**src/hw/rtl/lzhm_pkg.sv**
```systemverilog
// ----------------------------------------------------------------------------
// lzhm_pkg
// Shared types, constants and the three-byte hash of the lz77 hash matcher.
// ----------------------------------------------------------------------------
package lzhm_pkg;

  // default sizes
  localparam int HistoryDepthDef = 8192;
  localparam int HashWidthDef    = 10;
  localparam int LookaheadMaxDef = 128;

  // field and position widths
  localparam int PosW  = 16;
  localparam int DistW = 13;
  localparam int LenW  = 8;
  localparam int CfgW  = 13;

  // register reset values
  localparam logic [DistW-1:0] MaxDistanceRst = 13'd4096;
  localparam logic [LenW-1:0]  MaxMatchRst    = 8'd114;

  // register indexes
  localparam logic CfgMaxDistance = 1'b0;
  localparam logic CfgMaxMatch    = 1'b1;

  // hash multipliers, taken modulo 2^16
  localparam logic [PosW-1:0] HashMul1 = 16'(31321);
  localparam logic [PosW-1:0] HashMul2 = 16'(31321 * 31321);

  typedef enum logic {
    CMD_PUSH  = 1'b0,
    CMD_DRAIN = 1'b1
  } cmd_e;

  typedef struct packed {
    cmd_e       cmd;
    logic [7:0] data;
  } item_t;

  typedef enum logic [3:0] {
    ST_CLEAR,
    ST_IDLE,
    ST_DECODE,
    ST_POS,
    ST_HRD1,
    ST_HRD2,
    ST_HEAD,
    ST_CMP,
    ST_LIT,
    ST_EMIT
  } state_e;

  // hash of three bytes modulo 2^16, low bits give any narrower hash
  function automatic logic [PosW-1:0] hash3(input logic [7:0] b0, input logic [7:0] b1,
                                            input logic [7:0] b2);
    logic [PosW-1:0] p0;
    logic [PosW-1:0] p1;
    p0 = PosW'({8'd0, b0} * HashMul2);
    p1 = PosW'({8'd0, b1} * HashMul1);
    return p0 + p1 + {8'd0, b2};
  endfunction

endpackage

```
**src/hw/rtl/lzhm_front.sv**
```systemverilog
// ----------------------------------------------------------------------------
// lzhm_front
// Input side: takes push and drain items into a two-entry queue.
// ----------------------------------------------------------------------------
module lzhm_front (
  input  logic             clk_i,
  input  logic             rst_ni,
  input  logic             in_valid_i,
  output logic             in_ready_o,
  input  logic             cmd_i,
  input  logic [7:0]       data_byte_i,
  output logic             item_valid_o,
  output lzhm_pkg::item_t  item_o,
  input  logic             item_pop_i
);
  import lzhm_pkg::*;

  item_t      slot_q [2];
  logic [1:0] cnt_q, cnt_d;
  logic       rd_q, rd_d;
  logic       wr_q, wr_d;
  logic       push, pop;

  assign in_ready_o   = (cnt_q != 2'd2);
  assign push         = in_valid_i && in_ready_o;
  assign pop          = item_pop_i && (cnt_q != 2'd0);
  assign item_valid_o = (cnt_q != 2'd0);
  assign item_o       = slot_q[rd_q];

  // queue pointers
  always_comb begin
    cnt_d = cnt_q + {1'b0, push} - {1'b0, pop};
    rd_d  = pop ? ~rd_q : rd_q;
    wr_d  = push ? ~wr_q : wr_q;
  end

  always_ff @(posedge clk_i or negedge rst_ni) begin
    if (!rst_ni) begin
      cnt_q <= 2'd0;
      rd_q  <= 1'b0;
      wr_q  <= 1'b0;
    end else begin
      cnt_q <= cnt_d;
      rd_q  <= rd_d;
      wr_q  <= wr_d;
    end
  end

  // classify and store the transfer
  always_ff @(posedge clk_i) begin
    if (push) begin
      slot_q[wr_q].cmd  <= cmd_i ? CMD_DRAIN : CMD_PUSH;
      slot_q[wr_q].data <= data_byte_i;
    end
  end

endmodule

```
**config.mk**
```make
export PLATFORM = sky130hd
export DESIGN_NAME = lzhm_front
export DESIGN_NICKNAME = d
export VERILOG_FILES = /design/src/hw/rtl/lzhm_pkg.sv /design/src/hw/rtl/lzhm_front.sv
export SDC_FILE = /design/constraint.sdc
export NUM_CORES = 1
export LEC_CHECK = 0
export BUFFER_PORTS_ARGS = -buffer_cell sky130_fd_sc_hd__buf_2
export CORE_MARGIN = 3
export CORE_UTILIZATION = 52
export CTS_BUF_LIST = sky130_fd_sc_hd__clkbuf_8
export DETAILED_ROUTE_END_ITERATION = 8
export MAX_ROUTING_LAYER = met4
export PLACE_DENSITY = 0.9
export SYNTH_ARGS = -nofsm -noshare
export SYNTH_HDL_FRONTEND = slang
export SYNTH_SLANG_ARGS = --single-unit
```
**constraint.sdc**
```tcl
create_clock -name clk_i -period 2 [get_ports clk_i]
set_input_delay 0.1 -clock clk_i [delete_from_list [all_inputs] [get_ports clk_i]]
set_output_delay 0.1 -clock clk_i [all_outputs]
set_load 0.01 [all_outputs]
```
==> results.toml <==
[flow_run]
maxCapViolCount = 0

[layout]
layoutNonFillerInstCount = 88
final_common_cell = "buf_2"
postLayoutCoreUtil_pct = 73.3
drive_gt1_share_pct = 38.4
diodes = 0
final_net_count = 89
final_cell_mix = "buf_2 (23), edfxtp_1 (18), mux2_1 (9)"
syn_to_final_growth_pct = 22.6

[die]
die_h_um = 46.3
initial_core_util_pct = 59.8
dieArea_um2 = 2150
io_pins = 24
die_w_um = 46.3
fp.coreArea_um2 = 1420
std_cell_rows = 13

[detailed_routing]
postRouteAntennaNets = 0
met2_length_um = 585
drc = 0
wl_met1_um = 466
vias = 457
detail_route.iter0.violations = 0
vias_per_cell = 5.19
wl_met3_um = 95
first_pass_iters = 1
routed.top_layer = "met4"
routed_wl_mm = 1.18
wl_per_cell_um = 13.4

[critical_path]
reg2reg_slack_ns = 0.32
setup.worst_path.end = "cnt_q[1]"
cp.required_ns = 2.18
critPathLaunch = "cnt_q[1]"
rr_endpoint = "cnt_q[1]"
crit_path_max_fanout = 3
worstRegToRegCells = 7
worst_setup_path_end_kind = "flip-flop"
crit_arrival_ns = 1.86
cp-start-kind = "flip-flop"
path_class = "flip-flop to flip-flop"
r2r_start = "cnt_q[1]"

[timing]
fin_setup_tns_ns = 0
relSlewSlack_pct = 71.5
fin_crit_sh_pct = 84.2
setup_violations = 0
rsz0062_at_grt = "false"
period_minus_slack_ns = 1.68
maxSlewViolCount = 0
tightest_slew_ns = 0.427
max_freq_mhz = 594
final_hold_viol_count = 0
finClkSkew_ns = 0.00116

[synth]
synth_xor_area_share_pct = 4.14
syn_nets = 60
synth-simple-area-share_pct = 4.14
synth_warnings = 0
netlist_area_um2 = 846
ys_types = 14
syn_area_per_cell_um2 = 18.8
seq_area_frac_synth_pct = 75.7
synth-compound-area-share_pct = 0
synthCells = 45
synthMuxAreaShare_pct = 12.0
synth_top_family_by_area = "multiplexers"
synth-seq-cells = 22
synth-adder-area-share_pct = 2.96

[grt]
gr-usage-all-layers_pct = 13.9
grt_remaining_overflow = 0
antenna_found_initial = 0
grt_start_max_net_pins = 13
grt_pass1_vias = 434
grt_pass1_wl_mm = 1.85

[clock_tree]
clockBufferDepth = 2
cts.sinks = 22
cts_setup_buffers = 0
clk_latency_ns = 0.25
cts_tree = "done"
path_clk_slew_ns = 0.07
cts-root-buf = "clkbuf_8"
cts_resized = 0
h-tree-depth = 1
cts_buffers = 3

[power_and_ir_drop]
vdd_drop_max_uv = 897
power.density_nw_per_um2 = 1380
p_leak_uw = 0.000422

[placed_design]
place_congestion = 0.754
port_buffers = 23
dp.cells = 83

[status]
status = "complete, no violations"

[worst_hold_path]
hold_class = "primary input to flip-flop"
==> registers in the layout, summed over array words and instances (netlist names) <==
signal	cells
cnt_q	2
rd_q	1
slot_q	18
wr_q	1
==> power breakdown <==
group / internal [uW] / leakage, uW / total, uW / switching [uW]
sequential: 640 / 0.000214 / 718 / 77.6
clock: 137 / 0.0000231 / 263 / 126
combinational: 230 / 0.000185 / 452 / 222
total: 1010 / 0.000422 / 1430 / 426
==> critical path, stage by stage, from the launching register on <==
cell     delay [ns]
dfrtp_1        0.40
or2_1          0.24
and2_4         0.17
ha_1           0.27
inv_1          0.04
ha_1           0.18
xnor2_1        0.17
xnor2_1        0.14
==> area by class of cell <==
| type | count | area, um^2 |
|---|---|---|
| flip-flops and latches | 22 | 641 |
| fillers | 89 | 378 |
| multi-input cells | 21 | 196 |
| repair buffers | 25 | 133 |
| clock buffers | 3 | 41.3 |
| well taps | 15 | 18.8 |
| clock inverters | 1 | 3.75 |
| inverters | 1 | 3.75 |
==> metal layers <==
metal | global-route usage (%) | up-vias
met1 | 14.5 | 217
met3 | 5.08 | 4
met2 | 21.2 | 14
met5 | - | -
met4 | 10.2 | 0
li1 | - | 222
==> cells by family after synthesis <==
| logic type | Yosys count |
|---|---|
| and+or+nand+nor | 6 |
| muxes | 9 |
| adders and majority gates | 2 |
| DFF | 22 |
| buffers and inverters | 2 |
| xor gates and xnor gates | 4 |
==> repair_timing <==
| item | CTS | global route |
|---|---|---|
| endpoints found under the hold margin | 4 | 0 |
| hold buffers | 1 | 0 |
| endpoints found under the setup margin | 0 | 0 |
==> stage by stage <==
step	power, uW	hold slack [ns]	instance area (um^2)	setup WS (ns)
6_report	1430	0.0294	1040	0.317
5_1_grt	1540	0.0181	1040	0.220
4_1_cts	1460	0.0226	1040	0.298
3_5_place_dp	1200	-0.0885	982	0.315
3_3_place_gp	1170	-0.0898	982	0.381
2_1_floorplan	1020	-0.196	846	0.341
==> cell usage after synthesis <==
cell type / count / area share [%]
and2_4: 1 / 1.0
and3_1: 1 / 0.74
buf_2: 1 / 0.59
dfrtp_1: 4 / 12
edfxtp_1: 18 / 64
ha_1: 2 / 3.0
inv_1: 1 / 0.44
mux2_1: 9 / 12
nand2_1: 1 / 0.44
nand2b_1: 1 / 0.74
nor2_1: 1 / 0.44
or2_1: 1 / 0.74
xnor2_1: 3 / 3.1
xor2_1: 1 / 1.0
==> how the worst min path moves through the flow <==
stage	cells past startpoint	to	start	slack, ns
after global routing	1	slot_q[0][6]	data_byte_i[6]	0.02
after CTS	1	slot_q[0][1]	data_byte_i[1]	0.02
after detailed placement	1	rd_q	rst_ni	-0.09
after floorplan	0	cnt_q[0]	rst_ni	-0.20
after global placement	1	cnt_q[0]	rst_ni	-0.09
final	1	slot_q[1][5]	data_byte_i[5]	0.03
Power figures use the tool's default switching activity.
